$ cat src/hdl/esc_pkg.sv
// ----------------------------------------------------------------------------
// esc_pkg
// Shared constants, types and month table for the epoch-to-date converter.
// ----------------------------------------------------------------------------
package esc_pkg;

  localparam int unsigned SECS_PER_DAY  = 86400;
  localparam int unsigned SECS_PER_HOUR = 3600;
  localparam int unsigned SECS_PER_MIN  = 60;
  localparam int unsigned DAYS_PER_QUAD = 365 + 365 + 366 + 365;
  localparam int unsigned BASE_YEAR     = 70;
  localparam int unsigned SKIPPED_LEAP  = 200;
  // day count of 2100-03-01 from 1970-01-01 (130 years, 32 leap days, + Jan/Feb)
  localparam int unsigned MAR1_2100     = 130 * 365 + 32 + 59;

  localparam int unsigned DIV_REM_W = 17;
  localparam int unsigned DIV_SH_W  = 16;
  localparam int unsigned DIV_CNT_W = 5;

  typedef enum logic [2:0] {
    S_IDLE,
    S_DAY,
    S_HOUR,
    S_MIN,
    S_YEAR,
    S_PICK,
    S_MONTH,
    S_OUT
  } state_t;

  typedef struct packed {
    logic                 start;
    logic [DIV_REM_W-1:0] rem_init;
    logic [DIV_SH_W-1:0]  low_init;
    logic [DIV_REM_W-1:0] divisor;
    logic [DIV_CNT_W-1:0] nbits;
  } div_req_t;

  typedef struct packed {
    logic                 step;
    logic                 qbit;
    logic                 done;
    logic [DIV_SH_W-1:0]  quo;
    logic [DIV_REM_W-1:0] rem;
  } div_rsp_t;

  function automatic logic [4:0] month_len(input logic [3:0] mon, input logic leap);
    logic [4:0] len;
    case (mon)
      4'd0:    len = 5'd31;
      4'd1:    len = leap ? 5'd29 : 5'd28;
      4'd2:    len = 5'd31;
      4'd3:    len = 5'd30;
      4'd4:    len = 5'd31;
      4'd5:    len = 5'd30;
      4'd6:    len = 5'd31;
      4'd7:    len = 5'd31;
      4'd8:    len = 5'd30;
      4'd9:    len = 5'd31;
      4'd10:   len = 5'd30;
      4'd11:   len = 5'd31;
      default: len = 5'd31;
    endcase
    return len;
  endfunction

endpackage

$ cat src/hdl/esc_serial_div.sv
// ----------------------------------------------------------------------------
// esc_serial_div
// Restoring divider, one quotient bit per cycle, quotient shifted in MSB first.
// ----------------------------------------------------------------------------
module esc_serial_div import esc_pkg::*; (
  input  logic     clk,
  input  logic     rst_n,
  input  div_req_t req,
  output div_rsp_t rsp
);

  logic [DIV_REM_W-1:0] rem_r, rem_nxt;
  logic [DIV_SH_W-1:0]  sh_r, sh_nxt;
  logic [DIV_REM_W-1:0] dvs_r, dvs_nxt;
  logic [DIV_CNT_W-1:0] cnt_r, cnt_nxt;
  logic                 run_r, run_nxt;
  logic                 done_r, done_nxt;

  logic [DIV_REM_W:0]   shifted;
  logic [DIV_REM_W:0]   trial;
  logic                 ge;

  // rem_init must stay below the divisor, so the shifted remainder fits
  assign shifted = {rem_r, sh_r[DIV_SH_W-1]};
  assign trial   = shifted - {1'b0, dvs_r};
  assign ge      = ~trial[DIV_REM_W];

  always_comb begin
    rem_nxt  = rem_r;
    sh_nxt   = sh_r;
    dvs_nxt  = dvs_r;
    cnt_nxt  = cnt_r;
    run_nxt  = run_r;
    done_nxt = 1'b0;
    if (req.start) begin
      rem_nxt = req.rem_init;
      sh_nxt  = req.low_init;
      dvs_nxt = req.divisor;
      cnt_nxt = req.nbits;
      run_nxt = 1'b1;
    end else if (run_r) begin
      rem_nxt = ge ? trial[DIV_REM_W-1:0] : shifted[DIV_REM_W-1:0];
      sh_nxt  = {sh_r[DIV_SH_W-2:0], ge};
      cnt_nxt = cnt_r - 1'b1;
      if (cnt_r == DIV_CNT_W'(1)) begin
        run_nxt  = 1'b0;
        done_nxt = 1'b1;
      end
    end
  end

  always_ff @(posedge clk) begin
    if (!rst_n) begin
      run_r  <= 1'b0;
      done_r <= 1'b0;
      cnt_r  <= '0;
    end else begin
      run_r  <= run_nxt;
      done_r <= done_nxt;
      cnt_r  <= cnt_nxt;
    end
    rem_r <= rem_nxt;
    sh_r  <= sh_nxt;
    dvs_r <= dvs_nxt;
  end

  assign rsp.step = run_r;
  assign rsp.qbit = ge;
  assign rsp.done = done_r;
  assign rsp.quo  = sh_r;
  assign rsp.rem  = rem_r;

endmodule

$ cat src/hdl/epoch_seconds_to_calendar_date_core.sv
// ----------------------------------------------------------------------------
// epoch_seconds_to_calendar_date_core
// Local calendar fields from a 32-bit epoch second count plus an hour offset.
// ----------------------------------------------------------------------------
// Sequence: after the accepting edge the serial divider works out days, hours,
//   minutes and years in turn, then S_PICK and a month walk in S_MONTH lead to S_OUT.
// Throughput: one word at a time; start is taken the cycle after out_valid.
//   The restoring divider (one bit per cycle) is shared by all four divisions.
// Reset: synchronous, active low; idles with the offset set to +9 hours.
// Results cannot be stalled: out_valid lasts exactly one cycle.
module epoch_seconds_to_calendar_date_core import esc_pkg::*; (
  input  logic        clk,
  input  logic        rst_n,
  input  logic        start,
  output logic        busy,
  input  logic [31:0] in_epoch_seconds,
  input  logic        cfg_we,
  input  logic [4:0]  cfg_tz_offset_hours,
  output logic        out_valid,
  output logic [7:0]  out_year_since_1900,
  output logic [3:0]  out_month_index,
  output logic [4:0]  out_day_of_month,
  output logic [4:0]  out_hour_of_day,
  output logic [5:0]  out_minute_of_hour,
  output logic [5:0]  out_second_of_minute,
  output logic [2:0]  out_weekday,
  output logic [4:0]  out_days_in_month
);

  state_t state_r, state_nxt;

  logic [4:0]  tz_r;
  logic [15:0] days_r, days_nxt;
  logic [2:0]  wd_r, wd_nxt;
  logic [4:0]  hour_r, hour_nxt;
  logic [5:0]  min_r, min_nxt;
  logic [5:0]  sec_r, sec_nxt;
  logic [7:0]  year_r, year_nxt;
  logic [8:0]  dy_r, dy_nxt;
  logic [3:0]  mon_r, mon_nxt;
  logic        leap_r, leap_nxt;

  div_req_t div_req;
  div_rsp_t div_rsp;

  logic signed [17:0] tz_ext;
  logic signed [17:0] adj;
  logic [31:0]        local_t;
  logic [15:0]        days_adj;
  logic [3:0]         wd_dbl;
  logic [4:0]         cur_len;
  logic [3:0]         wd_sum;

  esc_serial_div u_div (
    .clk  (clk),
    .rst_n(rst_n),
    .req  (div_req),
    .rsp  (div_rsp)
  );

  assign tz_ext  = {{13{tz_r[4]}}, tz_r};
  assign adj     = tz_ext * 18'sd3600;
  assign local_t = in_epoch_seconds + {{14{adj[17]}}, adj};

  // pretend 2100 has a Feb 29 so plain four-year cycles work; undone in S_PICK
  assign days_adj = days_r + ((days_r >= 16'(MAR1_2100)) ? 16'd1 : 16'd0);

  assign cur_len = month_len(mon_r, leap_r);

  // next state
  always_comb begin
    state_nxt = state_r;
    case (state_r)
      S_IDLE:  if (start) state_nxt = S_DAY;
      S_DAY:   if (div_rsp.done) state_nxt = S_HOUR;
      S_HOUR:  if (div_rsp.done) state_nxt = S_MIN;
      S_MIN:   if (div_rsp.done) state_nxt = S_YEAR;
      S_YEAR:  if (div_rsp.done) state_nxt = S_PICK;
      S_PICK:  state_nxt = S_MONTH;
      S_MONTH: if (!(mon_r < 4'd11 && {4'd0, cur_len} <= dy_r)) state_nxt = S_OUT;
      S_OUT:   state_nxt = S_IDLE;
      default: state_nxt = S_IDLE;
    endcase
  end

  // outputs and divider requests
  always_comb begin
    div_req   = '0;
    busy      = (state_r != S_IDLE);
    out_valid = (state_r == S_OUT);
    case (state_r)
      S_IDLE: begin
        div_req.start    = start;
        div_req.rem_init = {1'b0, local_t[31:16]};
        div_req.low_init = local_t[15:0];
        div_req.divisor  = DIV_REM_W'(SECS_PER_DAY);
        div_req.nbits    = DIV_CNT_W'(16);
      end
      S_DAY: begin
        div_req.start    = div_rsp.done;
        div_req.rem_init = {5'd0, div_rsp.rem[16:5]};
        div_req.low_init = {div_rsp.rem[4:0], 11'd0};
        div_req.divisor  = DIV_REM_W'(SECS_PER_HOUR);
        div_req.nbits    = DIV_CNT_W'(5);
      end
      S_HOUR: begin
        div_req.start    = div_rsp.done;
        div_req.rem_init = {11'd0, div_rsp.rem[11:6]};
        div_req.low_init = {div_rsp.rem[5:0], 10'd0};
        div_req.divisor  = DIV_REM_W'(SECS_PER_MIN);
        div_req.nbits    = DIV_CNT_W'(6);
      end
      S_MIN: begin
        div_req.start    = div_rsp.done;
        div_req.rem_init = {7'd0, days_adj[15:6]};
        div_req.low_init = {days_adj[5:0], 10'd0};
        div_req.divisor  = DIV_REM_W'(DAYS_PER_QUAD);
        div_req.nbits    = DIV_CNT_W'(6);
      end
      default: ;
    endcase
  end

  // datapath
  always_comb begin
    days_nxt = days_r;
    wd_nxt   = wd_r;
    hour_nxt = hour_r;
    min_nxt  = min_r;
    sec_nxt  = sec_r;
    year_nxt = year_r;
    dy_nxt   = dy_r;
    mon_nxt  = mon_r;
    leap_nxt = leap_r;
    wd_dbl   = {wd_r, div_rsp.qbit};
    case (state_r)
      S_IDLE: begin
        wd_nxt = 3'd0;
      end
      S_DAY: begin
        // day count mod 7, folded in as quotient bits arrive
        if (div_rsp.step) wd_nxt = (wd_dbl >= 4'd7) ? 3'(wd_dbl - 4'd7) : wd_dbl[2:0];
        if (div_rsp.done) days_nxt = div_rsp.quo;
      end
      S_HOUR: begin
        if (div_rsp.done) hour_nxt = div_rsp.quo[4:0];
      end
      S_MIN: begin
        if (div_rsp.done) begin
          min_nxt = div_rsp.quo[5:0];
          sec_nxt = div_rsp.rem[5:0];
        end
      end
      S_YEAR: begin
        // quad starts at 1970: common, common, leap, common
        if (div_rsp.done) begin
          if (div_rsp.rem[10:0] < 11'd365) begin
            year_nxt = 8'(BASE_YEAR) + {div_rsp.quo[5:0], 2'd0};
            dy_nxt   = div_rsp.rem[8:0];
          end else if (div_rsp.rem[10:0] < 11'd730) begin
            year_nxt = 8'(BASE_YEAR) + {div_rsp.quo[5:0], 2'd1};
            dy_nxt   = 9'(div_rsp.rem[10:0] - 11'd365);
          end else if (div_rsp.rem[10:0] < 11'd1096) begin
            year_nxt = 8'(BASE_YEAR) + {div_rsp.quo[5:0], 2'd2};
            dy_nxt   = 9'(div_rsp.rem[10:0] - 11'd730);
          end else begin
            year_nxt = 8'(BASE_YEAR) + {div_rsp.quo[5:0], 2'd3};
            dy_nxt   = 9'(div_rsp.rem[10:0] - 11'd1096);
          end
        end
      end
      S_PICK: begin
        leap_nxt = (year_r[1:0] == 2'd0) && (year_r != 8'(SKIPPED_LEAP));
        if (year_r == 8'(SKIPPED_LEAP) && dy_r >= 9'd60) dy_nxt = dy_r - 9'd1;
        mon_nxt = 4'd0;
      end
      S_MONTH: begin
        if (mon_r < 4'd11 && {4'd0, cur_len} <= dy_r) begin
          dy_nxt  = dy_r - {4'd0, cur_len};
          mon_nxt = mon_r + 4'd1;
        end
      end
      default: ;
    endcase
  end

  always_ff @(posedge clk) begin
    if (!rst_n) begin
      state_r <= S_IDLE;
      tz_r    <= 5'd9;
    end else begin
      state_r <= state_nxt;
      if (cfg_we) tz_r <= cfg_tz_offset_hours;
    end
    days_r <= days_nxt;
    wd_r   <= wd_nxt;
    hour_r <= hour_nxt;
    min_r  <= min_nxt;
    sec_r  <= sec_nxt;
    year_r <= year_nxt;
    dy_r   <= dy_nxt;
    mon_r  <= mon_nxt;
    leap_r <= leap_nxt;
  end

  // 1970-01-01 was a Thursday
  assign wd_sum = {1'b0, wd_r} + 4'd4;

  assign out_year_since_1900  = year_r;
  assign out_month_index      = mon_r;
  assign out_day_of_month     = dy_r[4:0] + 5'd1;
  assign out_hour_of_day      = hour_r;
  assign out_minute_of_hour   = min_r;
  assign out_second_of_minute = sec_r;
  assign out_weekday          = (wd_sum >= 4'd7) ? 3'(wd_sum - 4'd7) : wd_sum[2:0];
  assign out_days_in_month    = cur_len;

`ifndef SYNTHESIS
  a_accept_goes_busy: assert property (@(posedge clk) disable iff (!rst_n)
    (start && !busy) |=> (busy && state_r == S_DAY))
    else $error("accepted word did not start the day division");

  a_strobe_then_idle: assert property (@(posedge clk) disable iff (!rst_n)
    out_valid |=> (!out_valid && !busy))
    else $error("result strobe longer than one cycle");

  a_done_in_div_phase: assert property (@(posedge clk) disable iff (!rst_n)
    div_rsp.done |-> (state_r == S_DAY || state_r == S_HOUR ||
                      state_r == S_MIN || state_r == S_YEAR))
    else $error("divider finished outside a division phase");

  a_day_in_month: assert property (@(posedge clk) disable iff (!rst_n)
    out_valid |-> (out_month_index <= 4'd11 && out_day_of_month <= out_days_in_month))
    else $error("day beyond end of month");
`endif

endmodule

$ cat config.mk
export PLATFORM = sky130hd
export DESIGN_NAME = epoch_seconds_to_calendar_date_core
export DESIGN_NICKNAME = d
export VERILOG_FILES = /design/src/hdl/esc_pkg.sv /design/src/hdl/esc_serial_div.sv /design/src/hdl/epoch_seconds_to_calendar_date_core.sv
export SDC_FILE = /design/constraint.sdc
export NUM_CORES = 1
export LEC_CHECK = 0
export BUFFER_PORTS_ARGS = -buffer_cell sky130_fd_sc_hd__buf_2
export CORE_MARGIN = 5
export CORE_UTILIZATION = 35
export DETAILED_ROUTE_END_ITERATION = 8
export PLACE_DENSITY = 0.49
export RECOVER_POWER = 25
export SYNTH_ARGS = -nofsm -noshare
export SYNTH_HDL_FRONTEND = slang
export SYNTH_SLANG_ARGS = --single-unit
$ cat constraint.sdc
create_clock -name clk -period 7.2 [get_ports clk]
set_input_delay 0 -clock clk [delete_from_list [all_inputs] [get_ports clk]]
set_output_delay 0 -clock clk [all_outputs]
set_load 0.05 [all_outputs]
# [After elaboration in Yosys (flattened, before gate mapping)]
# Cells that the tools add are included.
[word_totals] wordCells=130 ff_bits=123 output_inout_bits=44
[classes] n_mul=1 add_sub_neg=18 n_bitwise=3 n_reduce_logical=20 n_lt_le_gt_ge=9 n_mux=38 n_eq_ne=24
[op_table] operator="$pmux W56 S4" count=1
[op_table] operator="$mux W9" count=6
[op_table] operator="$mux W17" count=3
[op_table] operator="$add A32 B32 Y32" count=1
[op_table] operator="$add A7 B8 Y8 const A" count=4
[op_table] operator="$mux W16" count=2
[op_table] operator="$mux W3" count=9
[op_table] operator="$pmux W9 S3" count=1
[op_table] operator="$mux W8" count=3
[op_table] operator="$pmux W3 S8" count=1
[op_table] operator="$sub A18 B17 Y18" count=1
[op_table] operator="$add A16 B1 Y16" count=1
[op_table] operator="$ge A16 B16 Y1 const B" count=1
[op_table] operator="$mul A5 B9 Y14 const B" count=1
[op_table] operator="$eq A3 B3 Y1 const B" count=4
[op_table] operator="$reduce_and A2 Y1" count=6
[op_table] operator="$lt A11 B10 Y1 const B" count=1
[op_table] operator="$lt A11 B11 Y1 const B" count=1
[op_table] operator="$lt A11 B9 Y1 const B" count=1
[op_table] operator="$mux W5" count=2
[op_table] operator="$ne A2 B1 Y1 const B" count=5
[op_table] operator="$ge A9 B6 Y1 const B" count=1
[op_table] operator="$le A5 B9 Y1" count=1
[op_table] operator="$sub A9 B1 Y9 const B" count=1
[op_table] operator="36 further kinds" count=55

# [Logic depth before layout (Yosys ltp)]
# Gate-level depths: netlist of run 1.
[logic_depth] word_depth=7 ltp_mapped=21 depth_no_buf=21

# [Hierarchy]
# Synthesis of run 1 repeated with hierarchy kept, for this count alone.
[unflattened] hier_cells=1051 hier_area_um2=9828.2
[by_module_without_submodules] module="epoch_seconds_to_calendar_date_core" area_per_inst_um2=6487.5 seq_area_each_um2=1901.8 cells_per_inst=748 n_inst=1
[by_module_without_submodules] module="esc_serial_div" area_per_inst_um2=3340.7 seq_area_each_um2=1641.6 cells_per_inst=303 n_inst=1

# [Worst setup path after synthesis of run 1]
# No wires, ideal clock.
[synth_timing] path_type="flip-flop to flip-flop" start="register tz_r[2]" end="register u_div.rem_r[14], data pin" period_less_slack_ns=6.113 arrival_ns=5.937 n_path_buf=0 path_slack_ns=1.087 stages_incl_launch_ff=21 cell_sequence="dfxtp_1 > fa_1 > inv_1 > fa_1 > fa_1 > inv_1 > fa_1 > a21oi_1 > nor2_1 > nor2_1 > nor2b_1 > nor3_1 > ha_1 > nand2_1 > o2111ai_1 > a221o_1 > or3_1 > o211ai_1 > a21oi_1 > o31a_1 > o32ai_1"
[synth_between] elab_chain_cells=4
[synth_lines] item="from (decl)" line_no="epoch_seconds_to_calendar_date_core.sv:32" source="logic [4:0] tz_r;"
[synth_lines] item="from (signal assigned)" line_no="epoch_seconds_to_calendar_date_core.sv:193" source="if (cfg_we) tz_r <= cfg_tz_offset_hours;"
[synth_lines] item="$mul A5 B9 Y14" line_no="epoch_seconds_to_calendar_date_core.sv:62" source="assign adj = tz_ext * 18'sd3600;"
[synth_lines] item="$add A32 B32 Y32" line_no="epoch_seconds_to_calendar_date_core.sv:63" source="assign local_t = in_epoch_seconds + {{14{adj[17]}}, adj};"
[synth_lines] item="$pmux W56 S4" line_no="epoch_seconds_to_calendar_date_core.sv:91" source="case (state_r)"
[synth_lines] item="$mux W17" line_no="esc_serial_div.sv:35" source="if (req.start) begin"
[synth_lines] item="net u_div.rem_nxt[14]" line_no="esc_serial_div.sv:12" source="logic [DIV_REM_W-1:0] rem_r, rem_nxt;"
[synth_lines] item="to (signal assigned)" line_no="esc_serial_div.sv:62" source="rem_r <= rem_nxt;"
[synth_lines] item="to (decl)" line_no="esc_serial_div.sv:12"
# The timed path passes the listed nets, and every way through them passes these cells.
# A chain may end at the register's enable or synchronous reset.

# [Worst setup path in the final report of run 1]
[layout_timing] start="register tz_r[4]" end="register u_div.rem_r[14], data pin"
# Same word-level chain as after synthesis.

==> results.py, run 1 <==
metrics = {
    "pwr": {
        "p_leak_nw": 4.168,
        "p_clk_share_pct": 24.1,
        "fin_total_pwr_w": 0.003569,
        "combPwrFrac_pct": 45.4,
        "power_switching_w": 0.001452,
        "p_int_w": 0.002117,
        "vdd_ir_drop_max_mv": 0.1300,
        "power_frac_seq_pct": 30.5,
        "power_density_nw_per_um2": 341.1,
        "power.switching_fraction_pct": 40.69,
    },
    "die": {
        "pin_count": 85,
        "die_y_um": 170.2,
        "start_util_pct": 35.56,
        "rows": 58,
        "dieArea_um2": 28960,
        "die_w_um": 170.2,
        "core_um2": 25250,
    },
    "drt": {
        "drt_wl_total_um": 24490,
        "avgViaCountPerCell": 5.291,
        "drt_iter0_drc": 476,
        "antenna_left": 0,
        "num_vias": 7360,
        "wl_per_cell_um": 17.61,
        "drc_errors": 0,
        "dr.pass1.iters": 7,
    },
    "critical_path": {
        "reg2reg_to": "u_div.rem_r[14]",
        "cpLargestDelayFamily": "adder cells",
        "crit_type": "reg2reg",
        "worst_r2r_path_depth": 21,
        "timing.rr.start": "tz_r[4]",
        "cp_num_buf_inv": 3,
        "cp-start-kind": "flip-flop",
        "reg2reg_slack_ns": 1.54,
        "worstPathArrival_ns": 5.90,
        "cpMaxStageDelayCell": "fa_1",
        "worstPathRequired_ns": 7.44,
        "path_common_cell": "fa_1",
        "cp-end-kind": "flip-flop",
        "crit_chain": "fa_1 -> inv_1 -> fa_1 -> fa_1 -> inv_1 -> fa_1 -> a21oi_1 -> nor2_1 -> nor2_1 -> nor2b_1 -> nor3_2 -> buf_4 -> ha_1 -> nand2_1 -> o2111ai_1 -> a221o_1 -> or3_1 -> o211ai_1 -> a21oi_1 -> o31a_1 -> o32ai_1",
        "crit_fanout": 16,
        "slowest_delay_ns": 0.54,
    },
    "cts": {
        "clk_latency_ns": 0.42,
        "postCtsHoldBufs": 20,
        "cts.sinks": 114,
        "post_cts_buffers": 0,
        "numCtsBuffers": 17,
        "max-clock-path-buffers": 2,
        "cts.root.buffer_cell": "clkbuf_16",
        "clk_pin_slew_ns": 0.06,
        "h-tree-depth": 4,
        "cts_resized": 0,
        "cts_tree": "done",
    },
    "global_route": {
        "grt_pass1_vias": 7492,
        "grt_max_degree": 33,
        "antenna_found_initial": 0,
        "track_usage_pct": 17.14,
        "grt_pass1_wl_um": 39880,
        "overflow": 0,
    },
    "timing": {
        "whs_ns": 0.03344,
        "fmax_ghz": 0.1768,
        "finalSetupTns_ns": 0,
        "fin_crit_ns": 5.656,
        "finalSetupViolCount": 0,
        "fin_crit_sh_pct": 78.55,
        "drv_slew": 0,
        "fin_worst_skew_ns": 0.01107,
        "rsz0062_at_grt": "no",
        "slew_headroom_pct": 27.97,
        "report.final.hold_viol_count": 0,
        "tightest_slew_ns": 1.072,
    },
    "logic_synthesis": {
        "postSynthAreaPerCell_um2": 9.374,
        "async_reset_ff_share_pct": 0,
        "ys_seq_elements": 114,
        "synth_ff_type": "edfxtp_1",
        "yosysSeqAreaShare_pct": 36.45,
        "yosysWarningCount": 0,
        "netlist_instances": 958,
        "ys_types": 77,
        "synth_edf_count": 99,
        "syn_area_um2": 8980,
    },
    "placed_design": {
        "hpwlAfterDp_um": 18250,
        "place_congestion": 0.8008,
        "port-buffer-count": 81,
        "place_area_um2": 9701,
    },
    "run_status": {
        "status": "finished, final reports clean",
    },
    "hold_path": {
        "worstHoldPathType": "in2reg",
        "hold_end": "u_div.sh_r[4]",
        "min_from": "in_epoch_seconds[4]",
        "hold_path_depth": 4,
    },
    "layout": {
        "drive_gt1_share_pct": 10.75,
        "layout.nets": 1180,
        "syn_to_final_growth_pct": 16.51,
        "final_core_util_pct": 41.43,
        "design_area_um2": 10460,
    },
    "run": {
        "cap_violations": 0,
    },
}
## state kept, by name, summed over array words and instances, names as in the netlist, 4 cells and up
signal and flops:
days_r 16, u_div.sh_r 16, out_minute_of_hour 6, out_second_of_minute 6, out_hour_of_day 5, u_div.dvs_r 8, u_div.rem_r 17, out_year_since_1900 8
dy_r 9, out_month_index 4, u_div.cnt_r 5, tz_r 5
## power by group through the flow
stage	registers, W	clock network (W)	logic, W
after floorplan	0.000988	0	0.00131
after global placement	0.00110	0	0.00161
after detailed placement	0.00110	0	0.00161
after CTS	0.00109	0.000876	0.00163
after global routing	0.00111	0.000907	0.00182
final	0.00109	0.000861	0.00162
## tightest hold or removal path: cells and delay by family
family,cells,cell delay [ns]
adders and majority gates,1,0.15
buffers and inverters,1,0.08
and+or+nand+nor,2,0.12
## synthesized netlist by cell type, types with 6 or more instances
cell	n	share of area, %
a211oi_1	8	0.67
a21boi_0	6	0.50
a21o_1	11	0.92
a21oi_1	65	3.6
a221oi_1	8	0.78
a31oi_1	11	0.77
and2_1	11	0.77
and3_1	13	0.91
clkbuf_1	33	1.4
dfxtp_1	15	3.3
edfxtp_1	99	33
fa_1	8	1.8
ha_1	84	12
inv_1	61	2.5
mux2i_1	19	2.1
nand2_1	72	3.0
nand2b_1	15	1.0
nand3_1	28	1.6
nand3b_1	7	0.59
nand4_1	7	0.49
nor2_1	68	2.8
nor2b_1	14	0.98
nor3_1	15	0.84
nor4_1	7	0.49
o211ai_1	16	1.3
o21a_1	10	0.84
o21ai_0	61	3.4
o21bai_1	7	0.59
o31ai_1	8	0.67
xnor2_1	50	4.9
xor2_1	22	2.1
## kinds of logic after synthesis
family	synth area share [%]
simple gates	15.05
buf+inv	4.682
xor+xnor	7.022
other cells	0.04176
fa+ha+maj	13.49
flops	36.45
compound gates	20.77
mux	2.494
## through the flow
| stage | worst slack (ns) | std cells |
|---|---|---|
| after floorplan | 1.087 | 960 |
| after global placement | 1.594 | 1338 |
| after detailed placement | 1.546 | 1338 |
| after CTS | 1.506 | 1390 |
| after global routing | 1.124 | 1390 |
| final | 1.545 | 1391 |
## worst max path at each step
stage	startpoint	end	cells past startpoint
finish	tz_r[4]	u_div.rem_r[14]	21
global route	tz_r[4]	u_div.rem_r[14]	21
CTS	tz_r[4]	u_div.rem_r[14]	21
detailed placement	tz_r[4]	u_div.rem_r[14]	21
global placement	tz_r[4]	u_div.rem_r[14]	21
floorplan	tz_r[2]	u_div.rem_r[14]	20
## placed cells by master (no fill, tap or decap), drive strengths merged, types with 9 or more instances in the layout
cell type    netlist  layout
nand2b            15      15
and3              13      13
nor3              15      15
o211ai            18      18
xor2              22      22
mux2i             19      19
o21a              11      11
dlygate4sd3        0      20
o21ai             62      62
edfxtp            99      99
nor2              68      68
a211oi             9       9
and2              11      11
nand3             28      28
a31oi             11      11
nor2b             14      14
a21oi             67      67
dfxtp             15      15
a21o              11      11
buf                9      61
xnor2             50      50
ha                84      84
inv               62      69
nand2             72      72
clkbuf            33      46
## routing by layer
layer	track usage, %	routed length, µm	vias to the layer above
li1	-	-	3720
met1	22.63	11570	3485
met2	29.69	11810	136
met3	2.741	888	19
met4	3.715	223	0
met5	0	0	-
## final cells by class
| cell class | count | area, µm² |
|---|---|---|
| fillers | 2618 | 14790 |
| multi-input cells | 740 | 5299 |
| flip-flops and latches | 114 | 3273 |
| repair buffers | 110 | 636.9 |
| clock buffers | 17 | 425.4 |
| well taps | 330 | 412.9 |
| inverters | 64 | 242.7 |
| clock inverters | 15 | 170.2 |
| diodes | 1 | 2.502 |
Note: power is estimated with default switching activity, not from simulation.
==> inputs of run 2 (changes only) <==
--- a/config.mk
+++ b/config.mk
@@ -9,7 +9,7 @@
 export CORE_MARGIN = 5
 export CORE_UTILIZATION = 35
 export DETAILED_ROUTE_END_ITERATION = 8
-export PLACE_DENSITY = 0.49
+export PLACE_DENSITY = 0.51
 export RECOVER_POWER = 25
 export SYNTH_ARGS = -nofsm -noshare
 export SYNTH_HDL_FRONTEND = slang
==> constraint.sdc (replaced) <==
create_clock -name clk -period 5.1 [get_ports clk]
set_input_delay 0 -clock clk [delete_from_list [all_inputs] [get_ports clk]]
set_output_delay 0 -clock clk [all_outputs]
set_load 0.05 [all_outputs]
==> results.py, run 2 (synthesis gave the netlist of run 1 again) <==
metrics = {
    "pwr": {
        "power.switching_fraction_pct": 40.86,
        "p_clk_share_pct": 23.4,
        "power_switching_w": 0.002093,
        "power_frac_seq_pct": 29.9,
        "vdd_ir_drop_max_mv": 0.1990,
        "p_int_w": 0.003030,
        "p_leak_nw": 4.417,
        "power_density_nw_per_um2": 467.6,
        "combPwrFrac_pct": 46.7,
    },
    "global_route": {
        "grt_pass1_vias": 7478,
        "grt_max_degree": 27,
        "overflow": 0,
        "grt_pass1_wl_um": 39410,
        "antenna_found_initial": 0,
        "track_usage_pct": 17.03,
    },
    "layout": {
        "fin_cells": 1434,
        "layout.nets": 1224,
        "largest_reg_flops": 17,
        "nFillCells": 2530,
        "final_common_cell": "edfxtp_1",
        "top_register": "u_div.rem_r",
        "drive_gt1_share_pct": 16.85,
        "diodes": 0,
        "layout_common_cells": "edfxtp_1 (99), ha_1 (81), nand2_1 (70), nor2_1 (67), a21oi_1 (61)",
        "syn_to_final_growth_pct": 21.99,
        "largestRegisters": "u_div.rem_r (17), days_r (16), u_div.sh_r (16)",
    },
    "critical_path": {
        "cp-end-kind": "flip-flop",
        "crit_type": "reg2reg",
        "cpLargestDelayFamily": "adder cells",
        "slowest_delay_ns": 0.54,
        "cp_num_buf_inv": 5,
        "cp-start-kind": "flip-flop",
        "crit_chain": "fa_1 -> inv_1 -> fa_1 -> fa_1 -> inv_2 -> fa_2 -> a21oi_2 -> nor2_1 -> nor2_2 -> nor2b_2 -> nor3_4 -> buf_6 -> ha_1 -> nand2_1 -> a21oi_2 -> a221o_1 -> or3_4 -> o211ai_1 -> buf_4 -> buf_4 -> nand2_1 -> a211o_1 -> o211ai_1",
        "path_common_cell": "fa_1",
        "crit_fanout": 6,
        "worstPathRequired_ns": 5.37,
        "worstPathArrival_ns": 5.46,
        "cpMaxStageDelayCell": "fa_1",
    },
    "placed_design": {
        "dp_cells": 1376,
        "hpwlAfterDp_um": 18360,
        "place_ws_ns": -0.2223,
        "place_congestion": 0.8205,
        "port-buffer-count": 81,
    },
    "cts": {
        "h-tree-depth": 4,
        "max-clock-path-buffers": 2,
        "cts.sinks": 114,
        "cts_tree": "done",
        "cts.root.buffer_cell": "clkbuf_16",
        "numCtsBuffers": 17,
        "clk_latency_ns": 0.43,
        "clk_pin_slew_ns": 0.07,
    },
    "timing": {
        "fin_worst_skew_ns": 0.01427,
        "drv_slew": 0,
        "rsz0062_at_grt": "yes",
        "report.final.hold_viol_count": 0,
        "slew_headroom_pct": 36.26,
        "fin_crit_ns": 5.195,
        "fmax_ghz": 0.1925,
        "fin_crit_sh_pct": 101.9,
        "finalSetupViolCount": 3,
        "tightest_slew_ns": 0.9488,
        "whs_ns": 0.06532,
        "finalSetupTns_ns": -0.2028,
        "fin_ws_ns": -0.09539,
    },
    "die": {
        "die_y_um": 170.2,
        "die_w_um": 170.2,
        "core_um2": 25250,
        "start_util_pct": 35.56,
        "dieArea_um2": 28960,
        "rows": 58,
        "pin_count": 85,
    },
    "drt": {
        "wl_per_cell_um": 17.08,
        "num_vias": 7577,
        "dr.pass1.iters": 5,
        "drc_errors": 0,
        "drt_wl_total_um": 24500,
        "avgViaCountPerCell": 5.284,
        "antenna_left": 0,
        "drt_iter0_drc": 445,
    },
    "hold_path": {
        "worstHoldPathType": "in2reg",
    },
    "run_status": {
        "status": "finished with violations",
        "violations": "negative setup slack",
    },
    "run": {
        "cap_violations": 0,
    },
}
==> run 2: repair_timing <==
action	in CTS	in global routing
setup buffers	2	3
gates resized for setup	9	19
hold buffers	21	0
pin swaps	18	10
hold endpoints to repair	19	0
setup endpoints to repair	8	12
==> run 2: path summary, 6_finish.rpt <==
kind	startpoint	end	slack, ns	cells after the start
max	tz_r[2]	u_div.rem_r[10]	-0.1	23
min	in_epoch_seconds[31]	u_div.rem_r[15]	0.07	4
max reg2reg	tz_r[2]	u_div.rem_r[10]	-0.1	23
min reg2reg	u_div.sh_r[14]	days_r[14]	0.45	0
==> run 2: through the flow <==
stage          area (µm²)  util (%)  total power [W]
6_report            10950     43.38         0.005122
5_1_grt             10950     43.38         0.005502
4_1_cts             10880     43.07         0.005126
3_5_place_dp        10030     39.73         0.003881
3_3_place_gp        10030     39.73         0.003875
2_1_floorplan        9041         -         0.003255
==> run 2: per-layer routing <==
| metal | share of wire (%) | routed length [µm] | global-route usage, % |
|---|---|---|---|
| met1 | 47 | 11410 | 22.82 |
| met2 | 48 | 11780 | 28.52 |
| met3 | 3.8 | 929 | 2.509 |
| met4 | 1.5 | 377 | 5.174 |
| met5 | 0 | 0 | 0 |
==> run 2: power groups by stage <==
stage	sequential, W	clock (W)	combinational, W
2_1_floorplan	0.00140	0	0.00186
3_3_place_gp	0.00155	0	0.00232
3_5_place_dp	0.00155	0	0.00233
4_1_cts	0.00153	0.00122	0.00237
5_1_grt	0.00156	0.00127	0.00268
6_report	0.00153	0.00120	0.00239
==> run 2: cell type report <==
class                      instances  area (µm²)  share of cell area, %
sequential                       114        3276                  29.90
tap                              330       412.9                  3.769
clock inverter                    15       162.7                  1.485
clock buffer                      17       425.4                  3.883
timing repair buffer             154       979.7                  8.943
inverter                          64       242.7                  2.216
multi-input combinational        740        5455                  49.80
==> run 2: worst reg2reg max path: stages, from the launching register on <==
cell and delay, ns:
dfxtp_2 0.33, fa_1 0.54, inv_1 0.05, fa_1 0.45, fa_1 0.53, inv_2 0.05
fa_2 0.36, a21oi_2 0.14, nor2_1 0.05, nor2_2 0.15, nor2b_2 0.07, nor3_4 0.18
buf_6 0.15, ha_1 0.26, nand2_1 0.10, a21oi_2 0.04, a221o_1 0.34, or3_4 0.34
o211ai_1 0.21, buf_4 0.15, buf_4 0.09, nand2_1 0.05, a211o_1 0.30, o211ai_1 0.10
